==> src/rtl/gpio_pkg.sv <==
`timescale 1ns / 1ps

package gpio_pkg;

   // Fixed widths of the bus fields and sizes of the register layout.
   localparam int FIELD_W       = 54;
   localparam int DATA_W        = 32;
   localparam int INDEX_W       = 4;
   localparam int SEL_W         = 3;
   localparam int PINS_PER_WORD = 10;
   localparam int FSEL_WORDS    = 6;
   localparam int FSEL_IDX_W    = 3;
   localparam int LATCH_W       = 64;

   // Access kinds.
   localparam logic CMD_READ  = 1'b0;
   localparam logic CMD_WRITE = 1'b1;

   // Register word indexes.
   localparam logic [INDEX_W-1:0] REG_FSEL_FIRST = 4'd0;
   localparam logic [INDEX_W-1:0] REG_FSEL_LAST  = 4'd5;
   localparam logic [INDEX_W-1:0] REG_SET0       = 4'd7;
   localparam logic [INDEX_W-1:0] REG_SET1       = 4'd8;
   localparam logic [INDEX_W-1:0] REG_CLR0       = 4'd10;
   localparam logic [INDEX_W-1:0] REG_CLR1       = 4'd11;
   localparam logic [INDEX_W-1:0] REG_LEV0       = 4'd13;
   localparam logic [INDEX_W-1:0] REG_LEV1       = 4'd14;

   // Function select codes.
   localparam logic [SEL_W-1:0] FSEL_OUTPUT = 3'b001;
   localparam logic [SEL_W-1:0] FSEL_MASK   = 3'b111;

   // One bus access.
   typedef struct packed {
      logic                 cmd;
      logic [INDEX_W-1:0]   reg_index;
      logic [DATA_W-1:0]    write_word;
      logic [FIELD_W-1:0]   pin_levels;
   } req_type;

   // One access result.
   typedef struct packed {
      logic [DATA_W-1:0]    read_word;
      logic [FIELD_W-1:0]   drive_value;
      logic [FIELD_W-1:0]   drive_enable;
   } rsp_type;

endpackage

==> src/rtl/gpio_if.sv <==
`timescale 1ns / 1ps

// Request channel: one bus access per transfer.
interface gpio_req_if;
   import gpio_pkg::*;

   logic    valid;
   logic    ready;
   req_type data;

   modport source (output valid, output data, input ready);
   modport sink   (input valid, input data, output ready);
endinterface

// Response channel: one result per access.
interface gpio_rsp_if;
   import gpio_pkg::*;

   logic    valid;
   logic    ready;
   rsp_type data;

   modport source (output valid, output data, input ready);
   modport sink   (input valid, input data, output ready);
endinterface

==> src/rtl/gpio_function_select_set_clear_block.sv <==
`timescale 1ns / 1ps

// GPIO register block on a 32-bit register bus. Each request is one read or
// write of a word register (function selects at words 0 to 5, set at 7 and 8,
// clear at 10 and 11, levels at 13 and 14) with the sampled pin levels
// attached, and each request returns exactly one response holding the read
// data, the output latch and the per-pin output enables after that access.
// The block takes one request every clock cycle while responses are taken.
// A request is held in the request register, the register update is done as
// it moves on to the response register, and the response waits there until
// it is taken. A response that is held back stalls the request side once both
// registers are full.
// Unmapped words and pins at or above PIN_COUNT read zero and ignore writes.
module gpio_function_select_set_clear_block #(
   parameter int PIN_COUNT = 54
) (
   input  logic            clock,
   input  logic            reset,
   gpio_req_if.sink        req_if,
   gpio_rsp_if.source      rsp_if
);
   import gpio_pkg::*;

   logic    req_valid_ff;
   req_type req_data_ff;
   logic    rsp_valid_ff;
   rsp_type rsp_data_ff;
   rsp_type rsp_data_in;
   logic    advance;

   // A held request moves on when the response register is free or drains.
   assign advance      = req_valid_ff && (!rsp_valid_ff || rsp_if.ready);
   assign req_if.ready = !req_valid_ff || advance;

   gpio_regs #(
      .PIN_COUNT (PIN_COUNT)
   ) u_regs (
      .clock  (clock),
      .reset  (reset),
      .update (advance),
      .access (req_data_ff),
      .result (rsp_data_in)
   );

   // Request register.
   always_ff @(posedge clock) begin
      if (reset) begin
         req_valid_ff <= 1'b0;
      end else if (req_if.ready) begin
         req_valid_ff <= req_if.valid;
      end
      if (req_if.ready && req_if.valid) begin
         req_data_ff <= req_if.data;
      end
   end

   // Response register.
   always_ff @(posedge clock) begin
      if (reset) begin
         rsp_valid_ff <= 1'b0;
      end else if (advance) begin
         rsp_valid_ff <= 1'b1;
      end else if (rsp_if.ready) begin
         rsp_valid_ff <= 1'b0;
      end
      if (advance) begin
         rsp_data_ff <= rsp_data_in;
      end
   end

   assign rsp_if.valid = rsp_valid_ff;
   assign rsp_if.data  = rsp_data_ff;

endmodule

==> src/rtl/gpio_regs.sv <==
`timescale 1ns / 1ps

module gpio_regs #(
   parameter int PIN_COUNT = 54
) (
   input  logic              clock,
   input  logic              reset,
   input  logic              update,
   input  gpio_pkg::req_type access,
   output gpio_pkg::rsp_type result
);
   import gpio_pkg::*;

   logic [SEL_W-1:0]     fsel_ff [PIN_COUNT];
   wire  [SEL_W-1:0]     fsel_in [PIN_COUNT];
   logic [PIN_COUNT-1:0] latch_ff;
   logic [PIN_COUNT-1:0] latch_in;
   wire  [PIN_COUNT-1:0] enable_cur;
   wire  [PIN_COUNT-1:0] enable_nxt;
   wire  [DATA_W-1:0]    sel_word [FSEL_WORDS];
   logic [LATCH_W-1:0]   wide_mask;
   logic [PIN_COUNT-1:0] pin_mask;
   logic [PIN_COUNT-1:0] ext_level;
   logic [LATCH_W-1:0]   level_wide;
   logic [DATA_W-1:0]    read_word;
   logic                 is_write;

   assign is_write = (access.cmd == CMD_WRITE);

   // Per-pin function select update and output enable decode.
   for (genvar p = 0; p < PIN_COUNT; p++) begin : g_pin
      localparam logic [INDEX_W-1:0] WORD = INDEX_W'(p / PINS_PER_WORD);
      localparam int LSB = SEL_W * (p % PINS_PER_WORD);

      assign fsel_in[p] = (is_write && access.reg_index == WORD)
                          ? (access.write_word[LSB +: SEL_W] & FSEL_MASK)
                          : fsel_ff[p];
      assign enable_cur[p] = (fsel_ff[p] == FSEL_OUTPUT);
      assign enable_nxt[p] = (fsel_in[p] == FSEL_OUTPUT);
   end

   // Read view of the select words; missing pins and spare bits read zero.
   for (genvar w = 0; w < FSEL_WORDS; w++) begin : g_word
      for (genvar k = 0; k < PINS_PER_WORD; k++) begin : g_field
         if (w * PINS_PER_WORD + k < PIN_COUNT) begin : g_used
            assign sel_word[w][SEL_W*k +: SEL_W] = fsel_ff[w * PINS_PER_WORD + k];
         end else begin : g_unused
            assign sel_word[w][SEL_W*k +: SEL_W] = '0;
         end
      end
      assign sel_word[w][DATA_W-1:SEL_W*PINS_PER_WORD] = '0;
   end

   // Set and clear masks aligned to the pin range.
   always_comb begin
      wide_mask = LATCH_W'(access.write_word);
      if (access.reg_index == REG_SET1 || access.reg_index == REG_CLR1) begin
         wide_mask = {access.write_word, {(LATCH_W-DATA_W){1'b0}}};
      end
      pin_mask = wide_mask[PIN_COUNT-1:0];
   end

   // Output latch next value.
   always_comb begin
      latch_in = latch_ff;
      if (is_write) begin
         case (access.reg_index) inside
            REG_SET0, REG_SET1: latch_in = latch_ff | pin_mask;
            REG_CLR0, REG_CLR1: latch_in = latch_ff & ~pin_mask;
            default:            latch_in = latch_ff;
         endcase
      end
   end

   // Pin level view: latch for outputs, external level otherwise.
   always_comb begin
      ext_level  = PIN_COUNT'(LATCH_W'(access.pin_levels));
      level_wide = LATCH_W'((latch_ff & enable_cur) | (ext_level & ~enable_cur));
   end

   // Read data decode.
   always_comb begin
      read_word = '0;
      if (!is_write) begin
         unique case (access.reg_index) inside
            [REG_FSEL_FIRST:REG_FSEL_LAST]:
               read_word = sel_word[access.reg_index[FSEL_IDX_W-1:0]];
            REG_LEV0: read_word = level_wide[DATA_W-1:0];
            REG_LEV1: read_word = level_wide[LATCH_W-1:DATA_W];
            default:  read_word = '0;
         endcase
      end
   end

   // Result reflects the state after this access.
   always_comb begin
      result.read_word    = read_word;
      result.drive_value  = FIELD_W'(LATCH_W'(latch_in));
      result.drive_enable = FIELD_W'(LATCH_W'(enable_nxt));
   end

   // State registers.
   always_ff @(posedge clock) begin
      if (reset) begin
         latch_ff <= '0;
         for (int p = 0; p < PIN_COUNT; p++) begin
            fsel_ff[p] <= '0;
         end
      end else if (update) begin
         latch_ff <= latch_in;
         for (int p = 0; p < PIN_COUNT; p++) begin
            fsel_ff[p] <= fsel_in[p];
         end
      end
   end

endmodule

==> src/flat_wrapper.sv <==
// flat-port wrapper written by rule: the top's interface ports become plain ports
module gpio_function_select_set_clear_block_flat import gpio_pkg::*;
#(
   parameter int PIN_COUNT = 54
)
  (clock, reset, req_if_valid, req_if_data, req_if_ready, rsp_if_valid, rsp_if_data, rsp_if_ready);
  gpio_req_if req_if_i ();
  gpio_rsp_if rsp_if_i ();
  input  logic clock;
  input  logic reset;
  input wire logic [$bits(req_if_i.valid)-1:0] req_if_valid;
  input wire logic [$bits(req_if_i.data)-1:0] req_if_data;
  output wire logic [$bits(req_if_i.ready)-1:0] req_if_ready;
  output wire logic [$bits(rsp_if_i.valid)-1:0] rsp_if_valid;
  output wire logic [$bits(rsp_if_i.data)-1:0] rsp_if_data;
  input wire logic [$bits(rsp_if_i.ready)-1:0] rsp_if_ready;
  assign req_if_i.valid = req_if_valid;
  assign req_if_i.data = req_if_data;
  assign req_if_ready = req_if_i.ready;
  assign rsp_if_valid = rsp_if_i.valid;
  assign rsp_if_data = rsp_if_i.data;
  assign rsp_if_i.ready = rsp_if_ready;
  gpio_function_select_set_clear_block #(.PIN_COUNT(PIN_COUNT)) u_core (.clock(clock), .reset(reset), .req_if(req_if_i), .rsp_if(rsp_if_i));
endmodule
==> config.mk <==
export PLATFORM = sky130hd
export DESIGN_NAME = gpio_function_select_set_clear_block_flat
export DESIGN_NICKNAME = d
export VERILOG_FILES = /design/src/rtl/gpio_pkg.sv /design/src/rtl/gpio_if.sv /design/src/rtl/gpio_function_select_set_clear_block.sv /design/src/rtl/gpio_regs.sv /design/src/flat_wrapper.sv
export SDC_FILE = /design/constraint.sdc
export NUM_CORES = 1
export LEC_CHECK = 0
export BUFFER_PORTS_ARGS = -buffer_cell sky130_fd_sc_hd__buf_2
export CORE_MARGIN = 2
export CORE_UTILIZATION = 49
export DETAILED_ROUTE_END_ITERATION = 16
export PLACE_DENSITY = 0.75
export SLEW_MARGIN = 30
export SYNTH_ARGS = -nofsm -noshare
export SYNTH_HDL_FRONTEND = slang
export SYNTH_SLANG_ARGS = --single-unit
==> constraint.sdc <==
create_clock -name clock -period 10.9 [get_ports clock]
set_input_delay 2.18 -clock clock [delete_from_list [all_inputs] [get_ports clock]]
set_output_delay 2.18 -clock clock [all_outputs]
set_load 0.01 [all_outputs]
* After elaboration in Yosys (flattened, before gate mapping)
Memory sizes are Yosys's and may differ from the RTL's.
Cells that the tools add are included.
** Word-level totals
- Bits in registers :: 287
- Latch bits :: 0
- Memory bits (writable) :: 162
- Bits in read-only memories :: 0
- Output and inout bits :: 142
- Memories :: 1
** Memory list
- u_core.u_regs.fsel_ff :: depth 54, width 3, rd ports 54, clocked after memory_dff 0, wr ports 54, RTL line gpio_regs.sv:14 : logic [SEL_W-1:0] fsel_ff [PIN_COUNT];
** Cells by class
- Add/subtract/negate cells :: 0
- Multiply operators :: 0
- Divide/modulo/power cells :: 0
- Magnitude comparators :: 3
- Equality and inequality tests :: 119
- Shift operators :: 0
- Muxes and demuxes :: 123
- Bitwise logic cells :: 62
- Reduce and logical (&&, ||, !) cells :: 18
** Operator list (number)
- equality test 3 x 1 -> 1 bit, second input constant :: 108
- two-way mux 3 bit :: 108
- two-way mux 54 bit :: 4
- bitwise AND 54 bit :: 2
- binary-select mux 32 bit (select 3 bit) :: 1
- one-hot mux 32 bit (3 select lines) :: 1
- bitwise AND 54 x 64 -> 64 bit :: 1
- two-way mux 32 bit :: 2
- NOT 54 -> 64 bit :: 1
- bitwise OR 54 x 64 -> 64 bit :: 1
- NOT 54 bit :: 1
- bitwise OR 1 bit :: 54
- bitwise OR 54 bit :: 1
- equality test 4 bit, second input constant :: 5
- equality test 4 x 3 -> 1 bit, second input constant :: 3
- logical AND 1 bit :: 9
- equality test 4 x 2 -> 1 bit, second input constant :: 2
- two-way mux 1 bit :: 7
- equality test 4 x 1 -> 1 bit, second input constant :: 1
- >= comparator 4 x 1 -> 1 bit, second input constant :: 1
- >= comparator 4 bit, second input constant :: 1
- less-or-equal comparator 4 x 3 -> 1 bit, second input constant :: 1
- zero test 4 bit :: 1
- NOT 3 -> 4 bit :: 1
- other kinds (4) :: 8

* Depth between registers and ports, before layout
Gate-level depths: netlist (run 1).
- Word-level depth :: 8
- Gate-level depth with buffers :: 7

* Modules after synthesis
A second synthesis (run 1) with hierarchy kept.
** Second synthesis, totals
- Cell total of the unflattened synthesis :: 1874
- Area, all modules :: 20649.8 sq um
** Modules (own cells, without submodules)
- gpio_regs :: instances 1, cells an instance 1633, area an instance 13609.3 sq um, seq. area each 5945.7 sq um
- gpio_function_select_set_clear_block :: instances 1, cells an instance 241, area an instance 7040.5 sq um, seq. area each 6976.7 sq um

* Least setup slack after synthesis (run 1)
No wires, ideal clock.
- Path kind :: input to register
- Start point :: in rsp_if_ready
- End point :: mem u_core.u_regs.fsel_ff[0][0], enable pin
- Arrival :: 8.744 ns
- Data required time :: 10.446 ns
- Setup slack :: 1.703 ns
- Stages :: 4
- Path buffers :: 1
- Cells stage by stage :: nand2b_1 -> and2_1 -> clkbuf_1 -> or2_2
** RTL lines
- start, declared :: RTL line flat_wrapper.sv:16 : input wire logic [$bits(rsp_if_i.ready)-1:0] rsp_if_ready;
- end, declared :: RTL line gpio_regs.sv:14

* Final worst setup path (run 1)
- Start point :: in rsp_if_ready
- End point :: out req_if_ready
** Between the ends
- Word-level cells in the longest chain between the ends :: 3
** Ends and longest elaborated chain
- logical OR 1 bit :: RTL line gpio_function_select_set_clear_block.sv:32 : assign advance = req_valid_ff && (!rsp_valid_ff || rsp_if.ready);
- logical AND 1 bit :: RTL line gpio_function_select_set_clear_block.sv:32
- logical OR 1 bit :: RTL line gpio_function_select_set_clear_block.sv:33 : assign req_if.ready = !req_valid_ff || advance;
- end, declared :: RTL line flat_wrapper.sv:13 : output wire logic [$bits(req_if_i.ready)-1:0] req_if_ready;
Every way passes these cells.

==> summary.txt, run 1 <==
crit-path cells -> buf_2 -> nor2b_1 -> nand2_1 -> buf_2
PostCTS Resize Cnt -> 0
Die Y -> 207 um
post-route setup TNS -> 0 ns
DRT Pass-1 Iters -> 6
max cap viols -> 0
minimum clock period after layout -> 5.10 ns
Worst Skew -> 0.0295 ns
most frequent CP cell -> buf_2
area of the mapped netlist -> 0.0203 sq mm
post-synthesis sequential area ratio -> 63.7%
Post-Syn Nets -> 1851
Gate Count Post-Synth -> 1756
HP Start -> u_core.u_regs.latch_ff[48]
Setup Crit Path Kind -> primary input to primary output
Power per Cell Area -> 170 mW/mm^2
clk_lat worst skew -> 0.60 ns
DR vias/cell -> 6.28
Post-CTS Setup Inserts -> 0
EDFF count, synth -> 393
Final Cycle Share -> 46.8%
Reg-to-Reg End -> u_core.rsp_if.data[22]
slowest stage delay, CP -> 0.31 ns
Die W -> 207 um
slowest stage cell, crit path -> nor2b_1
hold_buf cts -> 0
final-stage net count -> 2021
Hold Slack -> 0.526 ns
GRT overflow -> 0
drt total wl -> 62400 um
CTS clk-pin slew, worst paths -> 0.06 ns
Seq cells post-synth -> 449
Root Driver -> clkbuf_16
IO Port Bufs -> 236
actual slew at the worst max-slew pin -> 1.17 ns
vias in the first global route -> 15000
Antenna Nets Post-Route -> 0
fill cell count -> 3317
dpl cells -> 2408
Rows -> 74
Commonest cells post-synth -> 505 x nand2_1, 393 x edfxtp_1, 169 x a21oi_1, 94 x clkbuf_1, 65 x mux2i_1
via count of the routed design -> 15700
prevailing post-synth register cell -> edfxtp_1
largest net degree at the start of global routing -> 104
CP Capture Type -> primary output
H-tree levels -> 2
Worst EP required -> 8.72 ns
Clock Sinks -> 449
initial antenna violation count -> 1
Yosys top cell by area -> edfxtp_1
global-route wire length before repair -> 92800 um
Post-synth ARST share -> 0%
synth unique cells -> 46
Fin. Hold Viols -> 0
status -> finished, final reports clean
area grow syn2layout -> 15.4%
reg2reg path depth -> 5
CP Max Fanout -> 4
initial core utilization -> 49.7%
RSZ-0062 raised after global routing -> false
share of cells above drive strength 1 -> 20.5%
All-Layer GR Usage -> 28.3%
final non-filler cell area -> 0.0234 sq mm
# setup viols final -> 0
R2R setup slack -> 7.35 ns
crit path launch -> rsp_if_ready
final design utilization -> 57.3%
Max Clk Rate -> 196 MHz
hold path cells -> 1
area fraction of the dominant cell type after synthesis -> 58.2%
count leader, synth -> nand2_1
Final Wtd Congestion -> 0.910
DP Area -> 0.0218 sq mm
WHS Endpoint -> u_core.u_regs.latch_ff[48]
WL per Instance -> 25.0 um
arrival time worst endpoint -> 2.92 ns
reg2reg start -> u_core.req_data_ff[87]
DR DRC count -> 0
Slew HR -> 21.7%
Core Area -> 0.0408 sq mm
worst hold path type -> register to register
crit path launch type -> primary input
Pleak -> 8.52 nW
Synth Area per Inst -> 11.5 sq um
CTS max path bufs -> 3
initial DRC count -> 2282
Worst VDD drop -> 135 uV
Final Non-Filler Cells -> 2496
Num CTS Buffers -> 46
Detailed Place HPWL -> 40900 um
Max Slew Vio Count -> 0
Die ar. -> 0.0430 sq mm
largest cells by area after synthesis -> edfxtp_1 58%, nand2_1 9.3%, dfxtp_1 5.5%, a21oi_1 4.2%, mux2i_1 3.2%
# IOs -> 237
CTS tree -> built
Ys Warns -> 0
worst max-delay path by stage:
stage / endpoint / slack (ns) / cells past startpoint
2_1_floorplan: u_core.u_regs.fsel_ff[0][0] / 1.70 / 4
3_3_place_gp: u_core.u_regs.fsel_ff[1][33] / 5.81 / 5
3_5_place_dp: req_if_ready / 5.83 / 4
4_1_cts: req_if_ready / 5.81 / 4
5_1_grt: req_if_ready / 5.76 / 4
6_report: req_if_ready / 5.80 / 4
registers in the layout (all words and copies together) (netlist names):
register / flops
u_core.u_regs.latch_ff: 54
u_core.rsp_if.data: 140
u_core.req_data_ff: 91
u_core.req_valid_ff: 1
u_core.rsp_if.valid: 1
u_core.u_regs.fsel_ff: 162
power by group:
part / total, mW / switching, mW / internal, mW
Combinational: 0.299 / 0.192 / 0.107
Sequential: 2.06 / 0.0851 / 1.98
Clock: 1.61 / 0.690 / 0.922
critical path, delay by kind of cell:
kind / cells / cell delay [ns]
and+or+nand+nor: 2 / 0.46
buffers and inverters: 2 / 0.28
cell type report:
class	instances	area (sq um)	area share (%)
multi-input combinational	1159	6820	29.2
tap	532	666	2.84
clock buffer	60	1270	5.44
antenna	1	2.50	0.0107
inverter	4	15.0	0.0642
timing repair buffer	266	1450	6.20
sequential	449	12900	55.2
clock inverter	25	250	1.07
cells in the final DEF, fill, tap and decap left out, drive strengths merged, types with 47 or more instances in the layout:
cell	n
a21oi	169
a22o	52
a32o	52
buf	266
clkbuf	60
dfxtp	56
edfxtp	393
mux2i	65
nand2	506
nor3b	47
o21ai	62
cell families after synthesis:
logic type	count (synthesis)	share of synthesized area [%]
AND/OR/NAND/NOR	652	13.7
multiplexers	100	6.26
flip-flops	449	63.7
buffers and inverters	148	3.12
AO/OA/AOI/OAI	407	13.2
through the flow:
| stage | setup slack [ns] | power, mW |
|---|---|---|
| floorplan | 1.70 | 2.25 |
| global placement | 5.81 | 2.37 |
| detailed placement | 5.83 | 2.38 |
| CTS | 5.81 | 3.97 |
| global route | 5.76 | 4.08 |
| finish | 5.80 | 3.97 |
routing by layer:
metal / share of wire (%) / up-vias / global-route usage [%]
met5: 0.016 / - / 0
met4: 4.8 / 2 / 13.2
met3: 12 / 166 / 6.41
met2: 45 / 1162 / 43.5
met1: 38 / 7561 / 38.6
li1: - / 6795 / -
(Power assumes the default switching activity.)
==> inputs of run 2 (changes only) <==
Settings changed: PLACE_DENSITY 0.75 to 0.78.
Clock period 10.9 ns to 4.2 ns, I/O delays scaled along.
==> summary.txt, run 2 (synthesis results as in run 1) <==
Die Y -> 207 um (unchanged)
IO Port Bufs -> 236 (unchanged)
dpl cells -> 2424 (+0.66%)
Biggest register -> u_core.u_regs.fsel_ff
via count of the routed design -> 15700 (+0.24%)
WL per Instance -> 25.2 um (+0.83%)
worst hold path type -> primary input to register
Rows -> 74 (unchanged)
arrival time worst endpoint -> 3.34 ns (+0.42 ns)
R2R setup slack -> 1.27 ns (-6.08 ns)
final-stage net count -> 2036 (+0.74%)
area grow syn2layout -> 16.7%
Core Area -> 0.0408 sq mm (unchanged)
Post-CTS Setup Inserts -> 0 (unchanged)
post-route setup TNS -> 0 ns (unchanged)
Reg-to-Reg End -> u_core.u_regs.fsel_ff[1][12]
CTS clk-pin slew, worst paths -> 0.06 ns (about the same)
Root Driver -> clkbuf_16
initial antenna violation count -> 2 (+1)
fill cell count -> 3240 (-2.3%)
commonest non-fill, non-tap cell in the layout -> nand2_1
most frequent cells in the layout -> 504 x nand2_1, 393 x edfxtp_1, 236 x buf_2
Pleak -> 8.65 nW (+1.5%)
HP Start -> req_if_data[34]
# setup viols final -> 0 (unchanged)
global-route wire length before repair -> 94000 um (+1.3%)
Die ar. -> 0.0430 sq mm (unchanged)
CTS max path bufs -> 3 (unchanged)
CP Max Fanout -> 35 (+31)
Max Clk Rate -> 342 MHz
status -> finished, final reports clean
Num CTS Buffers -> 47 (+2.2%)
drt total wl -> 63300 um (+1.5%)
final design utilization -> 58.0% (+0.66 points)
reg2reg path depth -> 6 (+1)
Final Cycle Share -> 69.7%
max reg flops -> 162 (unchanged)
H-tree levels -> 2 (unchanged)
Multi-input gate area -> 0.00681 sq mm (-0.26%)
Slew HR -> 24.0% (+2.3 points)
Clock Sinks -> 449 (unchanged)
hold_buf cts -> 0 (unchanged)
Final Non-Filler Cells -> 2513 (+0.68%)
DRT Pass-1 Iters -> 6 (unchanged)
WHS Endpoint -> u_core.req_data_ff[34]
Worst VDD drop -> 301 uV (+120%)
crit path launch type -> register
Die W -> 207 um (unchanged)
max cap viols -> 0 (unchanged)
CTS tree -> built
DP Area -> 0.0220 sq mm (+0.71%)
final non-filler cell area -> 0.0237 sq mm (+1.1%)
PostCTS Resize Cnt -> 0 (unchanged)
Setup Crit Path Kind -> register to register
Max Slew Vio Count -> 0 (unchanged)
DR DRC count -> 0 (unchanged)
# IOs -> 237 (unchanged)
RSZ-0062 raised after global routing -> false
reg2reg start -> u_core.req_data_ff[86]
GRT overflow -> 0 (unchanged)
All-Layer GR Usage -> 28.8% (+0.46 points)
share of cells above drive strength 1 -> 20.9% (+0.38 points)
largest net degree at the start of global routing -> 65 (-38%)
Fin. Hold Viols -> 0 (unchanged)
CP Capture Type -> register
actual slew at the worst max-slew pin -> 1.14 ns (-0.0347 ns)
Worst EP required -> 4.62 ns (-4.10 ns)
initial DRC count -> 2221 (-2.7%)
initial core utilization -> 49.7% (unchanged)
Reg area -> 0.0129 sq mm (unchanged)
total power draw -> 10.7 mW (+170%)
vias in the first global route -> 15100 (+0.75%)
Worst Skew -> 0.0195 ns (-0.00999 ns)
post-route setup slack -> 1.27 ns (-4.53 ns)
Power per Cell Area -> 451 mW/mm^2 (+170%)
Detailed Place HPWL -> 42400 um (+3.6%)
clk_lat worst skew -> 0.60 ns (about the same)
Antenna Nets Post-Route -> 0 (unchanged)
worst slack, placed -> 1.30 ns (-4.53 ns)
hold path cells -> 1 (unchanged)
Hold Slack -> 0.420 ns (-0.106 ns)
DR vias/cell -> 6.26 (-0.44%)
Final Wtd Congestion -> 0.959 (+5.3%)
minimum clock period after layout -> 2.93 ns
[run 2: changes by cell type in the layout (fill, tap and decap cells not counted), sizes merged]
cell / delta
clkinvlp: +2
clkbuf: +1
buf: +14
bufinv: +6
clkinv: -4
inv: -2
[run 2: layout make-up]
type,count,area share (%)
sequential,449,54.6
multi-input combinational,1159,28.8
timing repair buffer,280,6.65
clock buffer,61,5.36
tap,532,2.81
clock inverter,27,1.76
inverter,4,0.0634
antenna,1,0.0106
[run 2: report_power, final]
part / total [mW] / internal (mW) / switching [mW]
clock: 4.55 / 2.76 / 1.79
sequential: 5.35 / 5.13 / 0.227
combinational: 0.776 / 0.282 / 0.494
[run 2: worst max-delay path by stage]
stage,from,endpoint,slack [ns]
2_1_floorplan,rsp_if_ready,u_core.u_regs.fsel_ff[0][0],0.23
3_3_place_gp,rsp_if_ready,u_core.req_data_ff[48],1.44
3_5_place_dp,rsp_if_ready,u_core.req_data_ff[49],1.30
4_1_cts,u_core.req_data_ff[86],u_core.u_regs.fsel_ff[1][12],1.37
5_1_grt,u_core.req_data_ff[86],u_core.u_regs.fsel_ff[1][15],1.16
6_report,u_core.req_data_ff[86],u_core.u_regs.fsel_ff[1][12],1.27
[run 2: metal layers]
layer	up-vias	part of all wire [%]	global-route usage [%]
met5	-	0.017	0
met4	2	4.4	12.0
met3	192	13	8.77
met2	1139	46	44.8
met1	7573	37	37.7
li1	6818	-	-
[run 2: critical path, stage by stage (launching register included)]
cell and delay, ns:
edfxtp_1 0.51, buf_4 0.54, nand2_2 0.24, nor3_2 0.85, buf_4 0.35, nand2_1 0.07
a21oi_1 0.17
